[config.mk]
export PLATFORM = sky130hd
export DESIGN_NAME = servo_stall_detector_top
export DESIGN_NICKNAME = d
export VERILOG_FILES = /design/src/rtl/core/ssd_pkg.sv /design/src/rtl/core/ssd_cfg.sv /design/src/rtl/core/ssd_eval.sv /design/src/rtl/core/servo_stall_detector_top.sv
export VERILOG_INCLUDE_DIRS = /design/src /design/src/rtl/core
export SDC_FILE = /design/constraint.sdc
export NUM_CORES = 1
export LEC_CHECK = 0
export ABC_AREA = 1
export BUFFER_PORTS_ARGS = -buffer_cell sky130_fd_sc_hd__buf_2
export CAP_MARGIN = 10
export CORE_ASPECT_RATIO = 0.6
export CORE_MARGIN = 2
export CORE_UTILIZATION = 65
export CTS_CLUSTER_SIZE = 12
export DETAILED_ROUTE_END_ITERATION = 8
export GPL_ROUTABILITY_DRIVEN = 0
export PLACE_DENSITY = 0.86
export RECOVER_POWER = 50
export SYNTH_ARGS = -nofsm -noshare
export SYNTH_HDL_FRONTEND = slang
export SYNTH_SLANG_ARGS = --single-unit
[constraint.sdc]
create_clock -name clk -period 18.6 [get_ports clk]
set_clock_uncertainty 0.1 [all_clocks]
set_input_delay 3.72 -clock clk [delete_from_list [all_inputs] [get_ports clk]]
set_output_delay 3.72 -clock clk [all_outputs]
set_load 0.05 [all_outputs]
[src/rtl/core/servo_stall_detector_top_assert.svh]
// ----------------------------------------------------------------------------
// Servo stall detector assertion macros
// Concurrent assertion wrappers shared by the stall detector RTL.
// ----------------------------------------------------------------------------
`ifndef SERVO_STALL_DETECTOR_TOP_ASSERT_SVH
`define SERVO_STALL_DETECTOR_TOP_ASSERT_SVH

`ifndef SYNTHESIS

// Assertion on an explicit clock and active-low reset
`define SSD_ASSERT_CLK(lbl, clk_i, rstn_i, prop, msg) \
  lbl: assert property (@(posedge clk_i) disable iff (!rstn_i) prop) else $error(msg);

// Assertion on the block clock and reset
`define SSD_ASSERT(lbl, prop, msg) \
  `SSD_ASSERT_CLK(lbl, clk, rst_n, prop, msg)

`else

`define SSD_ASSERT_CLK(lbl, clk_i, rstn_i, prop, msg)
`define SSD_ASSERT(lbl, prop, msg)

`endif

`endif

[src/rtl/core/ssd_pkg.sv]
// ----------------------------------------------------------------------------
// Servo stall detector package
// Shared types, register indexes and defaults for the stall detector.
// ----------------------------------------------------------------------------
package ssd_pkg;

  // Pitch limit bounds in 1/16 degree
  localparam int PITCH_MIN_SIXTEENTHS = 48;
  localparam int PITCH_MAX_SIXTEENTHS = 1392;

  localparam int CFG_IDX_W  = 3;
  localparam int CFG_DATA_W = 16;
  localparam int IN_DATA_W  = 80;
  localparam int OUT_DATA_W = 32;

  // Register indexes
  typedef enum logic [CFG_IDX_W-1:0] {
    REG_STALL_ENABLE      = 3'd0,
    REG_CHECK_INTERVAL_MS = 3'd1,
    REG_MIN_TARGET_DELTA  = 3'd2,
    REG_MAX_STUCK_DELTA   = 3'd3,
    REG_CURRENT_THRESHOLD = 3'd4,
    REG_LOAD_THRESHOLD    = 3'd5,
    REG_CONFIRM_HITS      = 3'd6,
    REG_ZERO_POSITION_RAW = 3'd7
  } reg_idx_t;

  // Configuration register set
  typedef struct packed {
    logic        stall_enable;
    logic [15:0] check_interval_ms;
    logic [9:0]  min_target_delta;
    logic [9:0]  max_stuck_delta;
    logic [11:0] current_threshold;
    logic [9:0]  load_threshold;
    logic [7:0]  confirm_hits;
    logic [9:0]  zero_position_raw;
  } cfg_t;

  // Input word, last field in the lowest bits
  typedef struct packed {
    logic        load_ok;
    logic [9:0]  load_reading;
    logic        current_ok;
    logic [11:0] current_reading;
    logic        position_ok;
    logic [9:0]  position_reading;
    logic [9:0]  target_position;
    logic [31:0] now_ms;
  } item_t;

  // Result word, last field in the lowest bits
  typedef struct packed {
    logic signed [13:0] pitch_limit;
    logic [9:0]         hold_position;
    logic               stall_confirmed;
    logic               sampled;
  } result_t;

  // Tracking state carried from item to item
  typedef struct packed {
    logic [31:0]        last_check_time;
    logic [9:0]         last_sample_position;
    logic               last_direction_up;
    logic               last_sample_valid;
    logic [7:0]         hit_count;
    logic signed [13:0] limit_sixteenths;
  } track_t;

endpackage

[src/rtl/core/ssd_cfg.sv]
// ----------------------------------------------------------------------------
// Stall detector configuration registers
// Holds the eight configuration registers behind a plain write port.
// ----------------------------------------------------------------------------
module ssd_cfg
  import ssd_pkg::*;
(
  input  logic                  clk,
  input  logic                  rst_n,
  input  logic                  cfg_we,
  input  logic [CFG_IDX_W-1:0]  cfg_index,
  input  logic [CFG_DATA_W-1:0] cfg_wdata,
  output cfg_t                  cfg
);

  cfg_t cfg_r;

  assign cfg = cfg_r;

  // Load defaults on reset, update the addressed register on a write
  always_ff @(posedge clk) begin
    if (!rst_n) begin
      cfg_r.stall_enable      <= 1'b1;
      cfg_r.check_interval_ms <= 16'd100;
      cfg_r.min_target_delta  <= 10'd10;
      cfg_r.max_stuck_delta   <= 10'd2;
      cfg_r.current_threshold <= 12'd500;
      cfg_r.load_threshold    <= 10'd600;
      cfg_r.confirm_hits      <= 8'd3;
      cfg_r.zero_position_raw <= 10'd512;
    end else if (cfg_we) begin
      unique case (reg_idx_t'(cfg_index))
        REG_STALL_ENABLE:      cfg_r.stall_enable      <= cfg_wdata[0];
        REG_CHECK_INTERVAL_MS: cfg_r.check_interval_ms <= cfg_wdata[15:0];
        REG_MIN_TARGET_DELTA:  cfg_r.min_target_delta  <= cfg_wdata[9:0];
        REG_MAX_STUCK_DELTA:   cfg_r.max_stuck_delta   <= cfg_wdata[9:0];
        REG_CURRENT_THRESHOLD: cfg_r.current_threshold <= cfg_wdata[11:0];
        REG_LOAD_THRESHOLD:    cfg_r.load_threshold    <= cfg_wdata[9:0];
        REG_CONFIRM_HITS:      cfg_r.confirm_hits      <= cfg_wdata[7:0];
        REG_ZERO_POSITION_RAW: cfg_r.zero_position_raw <= cfg_wdata[9:0];
        default: ;
      endcase
    end
  end

endmodule

[src/rtl/core/ssd_eval.sv]
// ----------------------------------------------------------------------------
// Stall detector evaluation
// Combinational step: gates one word, classifies the sample and works out
// the next tracking state and the result.
// ----------------------------------------------------------------------------
module ssd_eval
  import ssd_pkg::*;
#(
  parameter int PITCH_MIN = PITCH_MIN_SIXTEENTHS
)
(
  input  cfg_t    cfg,
  input  track_t  trk,
  input  item_t   item,
  output track_t  trk_nxt,
  output result_t res
);

  // Angle must exceed this before the limit may tighten
  localparam logic signed [14:0] ANGLE_FLOOR = 15'(PITCH_MIN + 80);
  localparam logic signed [14:0] LIMIT_BACKOFF = 15'sd32;

  logic [31:0]        elapsed;
  logic               pass_gate;
  logic signed [10:0] tdelta;
  logic [10:0]        tabs;
  logic               far;
  logic               up;
  logic               same_dir;
  logic signed [10:0] pdelta;
  logic [10:0]        pabs;
  logic               stuck;
  logic               spike;
  logic [7:0]         hits_inc;
  logic [7:0]         hits_upd;
  logic signed [10:0] zdiff;
  logic signed [14:0] zext;
  logic signed [14:0] angle;
  logic signed [14:0] cand;
  logic               tighten;

  // Interval gate on wrapping time
  assign elapsed   = item.now_ms - trk.last_check_time;
  assign pass_gate = cfg.stall_enable && (elapsed >= {16'd0, cfg.check_interval_ms});

  // Target distance and demanded direction
  assign tdelta = $signed({1'b0, item.target_position}) - $signed({1'b0, item.position_reading});
  assign tabs   = tdelta[10] ? 11'(-tdelta) : 11'(tdelta);
  assign far    = tabs >= {1'b0, cfg.min_target_delta};
  assign up     = !tdelta[10] && (tdelta != 11'sd0);
  assign same_dir = trk.last_sample_valid && (up == trk.last_direction_up);

  // Stuck and spike tests
  assign pdelta = $signed({1'b0, item.position_reading})
                - $signed({1'b0, trk.last_sample_position});
  assign pabs   = pdelta[10] ? 11'(-pdelta) : 11'(pdelta);
  assign stuck  = pabs <= {1'b0, cfg.max_stuck_delta};
  assign spike  = (item.current_reading >= cfg.current_threshold)
               || (item.load_reading >= cfg.load_threshold);

  // Saturating hit count
  assign hits_inc = (trk.hit_count == 8'hFF) ? trk.hit_count : trk.hit_count + 8'd1;
  always_comb begin
    if (!same_dir) begin
      hits_upd = 8'd0;
    end else if (stuck && spike) begin
      hits_upd = hits_inc;
    end else if (!stuck) begin
      hits_upd = 8'd0;
    end else begin
      hits_upd = trk.hit_count;
    end
  end

  // Angle in 1/16 degree: times five as shift and add
  assign zdiff   = $signed({1'b0, item.position_reading})
                 - $signed({1'b0, cfg.zero_position_raw});
  assign zext    = 15'(zdiff);
  assign angle   = (zext <<< 2) + zext;
  assign cand    = angle - LIMIT_BACKOFF;
  assign tighten = (angle > ANGLE_FLOOR) && (cand < 15'(trk.limit_sixteenths));

  // Next state and result
  always_comb begin
    trk_nxt = trk;
    res     = '0;
    res.pitch_limit = trk.limit_sixteenths;
    if (pass_gate) begin
      trk_nxt.last_check_time = item.now_ms;
      res.sampled = 1'b1;
      if (!item.position_ok || !far ||
          (same_dir && (!item.current_ok || !item.load_ok))) begin
        // Bad read or target reached: drop tracking
        trk_nxt.last_sample_valid = 1'b0;
        trk_nxt.last_direction_up = 1'b0;
        trk_nxt.hit_count         = 8'd0;
      end else if (hits_upd >= cfg.confirm_hits) begin
        // Stall confirmed: hold, maybe tighten, then drop tracking
        trk_nxt.last_sample_position = item.position_reading;
        trk_nxt.last_sample_valid    = 1'b0;
        trk_nxt.last_direction_up    = 1'b0;
        trk_nxt.hit_count            = 8'd0;
        if (tighten) begin
          trk_nxt.limit_sixteenths = cand[13:0];
        end
        res.stall_confirmed = 1'b1;
        res.hold_position   = item.position_reading;
        res.pitch_limit     = tighten ? cand[13:0] : trk.limit_sixteenths;
      end else begin
        // Store the sample and keep counting
        trk_nxt.last_sample_position = item.position_reading;
        trk_nxt.last_direction_up    = up;
        trk_nxt.last_sample_valid    = 1'b1;
        trk_nxt.hit_count            = hits_upd;
      end
    end
  end

endmodule

[src/rtl/core/servo_stall_detector_top.sv]
// ----------------------------------------------------------------------------
// Servo stall detector top level
// Stall guard for a pitch servo, one commanded move per word.
// ----------------------------------------------------------------------------
// Usage:
//   in_*   : one word per commanded move (time stamp, target, feedback with
//            ok flags). A word is taken when in_tvalid and in_tready are high.
//   out_*  : exactly one result word per input word, in order: sampled flag,
//            stall confirmed, hold position and the current pitch limit.
//   cfg_*  : register writes, one per cycle with cfg_we high; write only
//            while no result is outstanding.
//   The result is registered in the cycle after the input word is taken.
//   Throughput: one word per cycle while out_tready is high; the tracking
//   state is updated by a single combinational step between the input port
//   and the result register; each word sees the state left by the one before.
//   Reset (synchronous, rst_n low) loads the register defaults, clears the
//   tracking and sets the pitch limit to its maximum.
//   Stall: while out_tready is low and a result waits, in_tready is low and
//   the held result stays put; in_tready rises in the same cycle that the
//   waiting result is taken.
// ----------------------------------------------------------------------------
`include "servo_stall_detector_top_assert.svh"

module servo_stall_detector_top
  import ssd_pkg::*;
#(
  parameter int PITCH_MIN = PITCH_MIN_SIXTEENTHS,
  parameter int PITCH_MAX = PITCH_MAX_SIXTEENTHS
)
(
  input  logic                  clk,
  input  logic                  rst_n,
  // now_ms[31:0], target_position[41:32], position_reading[51:42],
  // position_ok[52], current_reading[64:53], current_ok[65],
  // load_reading[75:66], load_ok[76], unused [79:77]
  input  logic [IN_DATA_W-1:0]  in_tdata,
  input  logic                  in_tvalid,
  output logic                  in_tready,
  // sampled[0], stall_confirmed[1], hold_position[11:2],
  // pitch_limit[25:12], zero fill [31:26]
  output logic [OUT_DATA_W-1:0] out_tdata,
  output logic                  out_tvalid,
  input  logic                  out_tready,
  input  logic                  cfg_we,
  input  logic [CFG_IDX_W-1:0]  cfg_index,
  input  logic [CFG_DATA_W-1:0] cfg_wdata
);

  cfg_t    cfg;
  item_t   item;
  track_t  trk_r;
  track_t  trk_nxt;
  result_t res_nxt;
  result_t res_r;
  logic    out_valid_r;
  logic    in_acc;

  // Configuration registers
  ssd_cfg u_cfg (
    .clk       (clk),
    .rst_n     (rst_n),
    .cfg_we    (cfg_we),
    .cfg_index (cfg_index),
    .cfg_wdata (cfg_wdata),
    .cfg       (cfg)
  );

  // Unpack the input word
  assign item = item_t'(in_tdata[$bits(item_t)-1:0]);

  // Evaluation step
  ssd_eval #(
    .PITCH_MIN (PITCH_MIN)
  ) u_eval (
    .cfg     (cfg),
    .trk     (trk_r),
    .item    (item),
    .trk_nxt (trk_nxt),
    .res     (res_nxt)
  );

  // Accept while the result register is empty or being drained
  assign in_tready = !out_valid_r || out_tready;
  assign in_acc    = in_tvalid && in_tready;

  // Tracking state and result valid
  always_ff @(posedge clk) begin
    if (!rst_n) begin
      trk_r.last_check_time      <= '0;
      trk_r.last_sample_position <= '0;
      trk_r.last_direction_up    <= 1'b0;
      trk_r.last_sample_valid    <= 1'b0;
      trk_r.hit_count            <= '0;
      trk_r.limit_sixteenths     <= 14'(PITCH_MAX);
      out_valid_r                <= 1'b0;
    end else begin
      if (in_acc) begin
        trk_r       <= trk_nxt;
        out_valid_r <= 1'b1;
      end else if (out_tready) begin
        out_valid_r <= 1'b0;
      end
    end
  end

  // Result register
  always_ff @(posedge clk) begin
    if (in_acc) begin
      res_r <= res_nxt;
    end
  end

  assign out_tvalid = out_valid_r;
  assign out_tdata  = {(OUT_DATA_W - $bits(result_t))'(0), res_r};

  // The pitch limit only ever tightens
  `SSD_ASSERT(a_limit_tightens,
    in_acc |=> (trk_r.limit_sixteenths <= $past(trk_r.limit_sixteenths)),
    "pitch limit loosened")

  // A confirmed stall is always a sampled word
  `SSD_ASSERT(a_confirm_sampled,
    (out_valid_r && res_r.stall_confirmed) |-> res_r.sampled,
    "stall confirmed on an unsampled word")

  // Tracking is dropped after a confirmed stall
  `SSD_ASSERT(a_clear_after_stall,
    (in_acc && res_nxt.stall_confirmed) |=>
      (!trk_r.last_sample_valid && (trk_r.hit_count == 8'd0)),
    "tracking kept after stall")

  // Disabled block leaves the sample time alone
  `SSD_ASSERT(a_disabled_idle,
    (in_acc && !cfg.stall_enable) |=> $stable(trk_r.last_check_time),
    "sample time moved while disabled")

endmodule
==> results.tsv <==
metric	value	unit
status	finished with violations	
failing checks	design-rule violations, max-capacitance violations, max-slew violations	
register area	0.003664	mm2
Synth Area in Compound Gates	0.1274	
post-route ant nets	0	
Pwr Density	85.02	mW/mm2
# hold bufs at CTS	0	
reg2reg path depth	31	
post-synthesis mux area share	0.0007047	
Mapped Cells	2214	
CTS Root Cell	clkbuf_16	
Pre-Repair DR Iteration Count	8	
port bufs	128	
final worst path period share	0.5402	
Critical Path Start	in_tdata[42]	
synth warn	0	
global route total overflow	0	
layout cells sized above 1	0.07772	
CP endpoint	out_tdata[12]	
Layout area overhead	9.363	%
Total Routing Usage GR	0.3418	
Slew Limit Fails	190	
slowest CP cell	nor2_1	
critical path arrival	10140	ps
H-tree depth	4	
WL/cell	15.12	um
Core Region	0.02124	mm2
asr flop ratio synth	0	
commonest non-fill, non-tap cell in the layout	nand2_1	
first-pass GRT wire length	63870	um
HP Start	u_cfg.cfg[37]	
Post-DP Area	0.01498	mm2
crit end category	flip-flop	
register bit total from synthesis	170	
die area	0.02309	mm2
sequential fraction of the synthesis area	0.2579	
post-synthesis adder-cell area fraction	0.1436	
combined area of the multi-input logic cells	0.008752	mm2
DRC viols	2	
Max Cap Viol	4	
largest family of logic cells by synthesized area	simple AND/OR/NAND/NOR gates	
hpwl dp	30290	um
FP Rows	41	
routed via count	14606	
DR vias/cell	5.598	
Reg clk slew, reported paths	60	ps
largest net degree at the start of global routing	57	
starting density of the core	0.6688	
Worst R2R Setup Slack	12000	ps
initial antenna violation count	1	
CTS Buf Count	17	
NumNets Final	2582	
post-cts sizing count	0	
Worst Path Max Fanout	26	
Slew HR	-0.5352	
post-CTS setup repair buffer count	0	
drt total wl	39440	um
Die Y-Extent	118.5	um
Mapped Area	0.01420	mm2
Critical Path Most Common Cell	nand2_1	
XOR/XNOR share of the synthesized area	0.03330	
CTS sink count	170	
Die W	194.8	um
# IOs	138	
Worst Tran Pin Value	2303	ps
commonest cells after routing, fill and taps aside	nand2_1 (611), inv_1 (395), nor2_1 (186)	
final setup vio count	0	
maximum vdd drop	0.06821	mV
initial detailed-routing violation count	1719	
syn_area_per_cell	6.416	um2
kind of critical path	input pin to flip-flop	
RR Endpoint	out_tdata[12]	
CP required	18690	ps
RSZ-0062 raised after global routing	false	
simple-gate share of the synthesized area	0.3096	
number of global-route vias before repair	13096	
Peak Freq	99.52	MHz
Critical Path Max Stage Delay	570	ps
clk_lat worst skew	450	ps
ys flop type	dfxtp_1	
TritonCTS clock tree	yes	
Synth cell types	55	
final instance area	0.01553	mm2
FF-to-FF Start	trk_r[24]	
TNS Setup	0	ps
Leak	7.964	nW
fin crit period	10050	ps
fillers	1780	
CP Launch Type	input pin	
Max clock buf depth	2	
final hold vios	0	
min-delay worst type	flip-flop to flip-flop	
EDFF count, synth	26	
cells by family (layout without fill, tap and decap cells):
kind of cell / after synthesis / in the layout
AO/OA/AOI/OAI: 328 / 328
XOR/XNOR: 54 / 54
adder cells (fa/ha/maj): 160 / 160
buffers and inverters: 460 / 570
flip-flops: 170 / 170
multiplexers: 1 / 1
other: 1 / 7
AND/OR/NAND/NOR: 1040 / 1040
final cells by class:
| type | count | share of cell area |
|---|---|---|
| Sequential cell | 170 | 0.2358 |
| Clock buffer | 19 | 0.02924 |
| Timing Repair Buffer | 134 | 0.04124 |
| Clock inverter | 11 | 0.009262 |
| Multi-Input combinational cell | 1589 | 0.5634 |
| Antenna cell | 1 | 0.0001611 |
| Inverter | 406 | 0.09842 |
| Tap cell | 279 | 0.02247 |
worst max-delay path: cells and delay by family:
family / cells / cell delay, ps
XOR/XNOR: 2 / 310
buffers and inverters: 6 / 1100
AO/OA/AOI/OAI: 2 / 310
adder cells (fa/ha/maj): 4 / 1210
AND/OR/NAND/NOR: 19 / 3480
how the worst min path moves through the flow:
stage                         end  slack [ps]  cells past startpoint
floorplan           u_cfg.cfg[19]         330                      2
finish              u_cfg.cfg[37]         360                      2
detailed placement  u_cfg.cfg[16]         350                      2
global placement    u_cfg.cfg[26]         340                      2
CTS                 u_cfg.cfg[16]         360                      2
global route            trk_r[51]         380                      2
power breakdown:
group / internal [mW] / switching (mW) / leakage (nW)
clock: 0.218 / 0.156 / 0.298
combinational: 0.186 / 0.364 / 6.25
sequential: 0.390 / 0.00676 / 1.42
total: 0.794 / 0.527 / 7.96
state kept, by name, indices dropped and copies added, names as in the netlist:
register and flops:
u_cfg.cfg 77, trk_r 66, out_tdata 26, out_tvalid 1
per-stage QoR:
step | power (mW) | util | hold slack (ps) | std cells | setup slack (ps)
finish | 1.321 | 0.7315 | 362.3 | 2609 | 8552
global route | 1.410 | 0.7314 | 379.7 | 2608 | 8117
CTS | 1.307 | 0.7335 | 361.4 | 2608 | 8761
detailed placement | 0.9336 | 0.7053 | 352.0 | 2578 | 8360
global placement | 0.9115 | 0.7053 | 343.9 | 2578 | 8462
floorplan | 0.8089 | - | 333.1 | 2219 | 9955
cells in the mapped netlist (2+ instances only):
| cell type | count | area [um2] |
|---|---|---|
| nand2_1 | 611 | 2293 |
| inv_1 | 394 | 1479 |
| nor2_1 | 186 | 698.2 |
| a21oi_1 | 170 | 850.8 |
| ha_1 | 155 | 1939 |
| dfxtp_1 | 144 | 2883 |
| nand3_1 | 122 | 610.6 |
| o21ai_0 | 94 | 470.5 |
| nand4_1 | 54 | 337.8 |
| xor2_1 | 42 | 367.9 |
| edfxtp_1 | 26 | 780.8 |
| clkbuf_1 | 25 | 93.84 |
| o211ai_1 | 19 | 142.6 |
| nor3_1 | 18 | 90.09 |
| buf_2 | 15 | 75.07 |
| nor2_2 | 15 | 93.84 |
| xnor2_1 | 12 | 105.1 |
| o21bai_1 | 11 | 82.58 |
| inv_2 | 9 | 33.78 |
| o21ai_2 | 8 | 70.07 |
| buf_4 | 7 | 52.55 |
| a21o_1 | 5 | 37.54 |
| and3_1 | 5 | 31.28 |
| fa_1 | 5 | 100.1 |
| o21ai_1 | 5 | 25.02 |
| and2_1 | 4 | 25.02 |
| buf_6 | 4 | 45.04 |
| nand3b_1 | 4 | 30.03 |
| a211oi_1 | 3 | 22.52 |
| a31oi_1 | 3 | 18.77 |
| nor3b_1 | 3 | 22.52 |
| or2_1 | 3 | 18.77 |
| or2_2 | 3 | 18.77 |
| buf_1 | 2 | 7.510 |
| inv_4 | 2 | 12.51 |
| nand2_2 | 2 | 12.51 |
| nor2_4 | 2 | 22.52 |
| nor2_8 | 2 | 40.04 |
| nor4_1 | 2 | 12.51 |
| o21a_1 | 2 | 15.01 |
| o31ai_1 | 2 | 15.01 |
layer usage:
metal  vias up  part of all wire  track usage
li1       7267                 -            -
met1      6465              0.45       0.5018
met2       794              0.39       0.4821
met3        78              0.14       0.1047
met4         2             0.018      0.08111
met5         -           0.00033      0.02832
(Power assumes the default switching activity.)
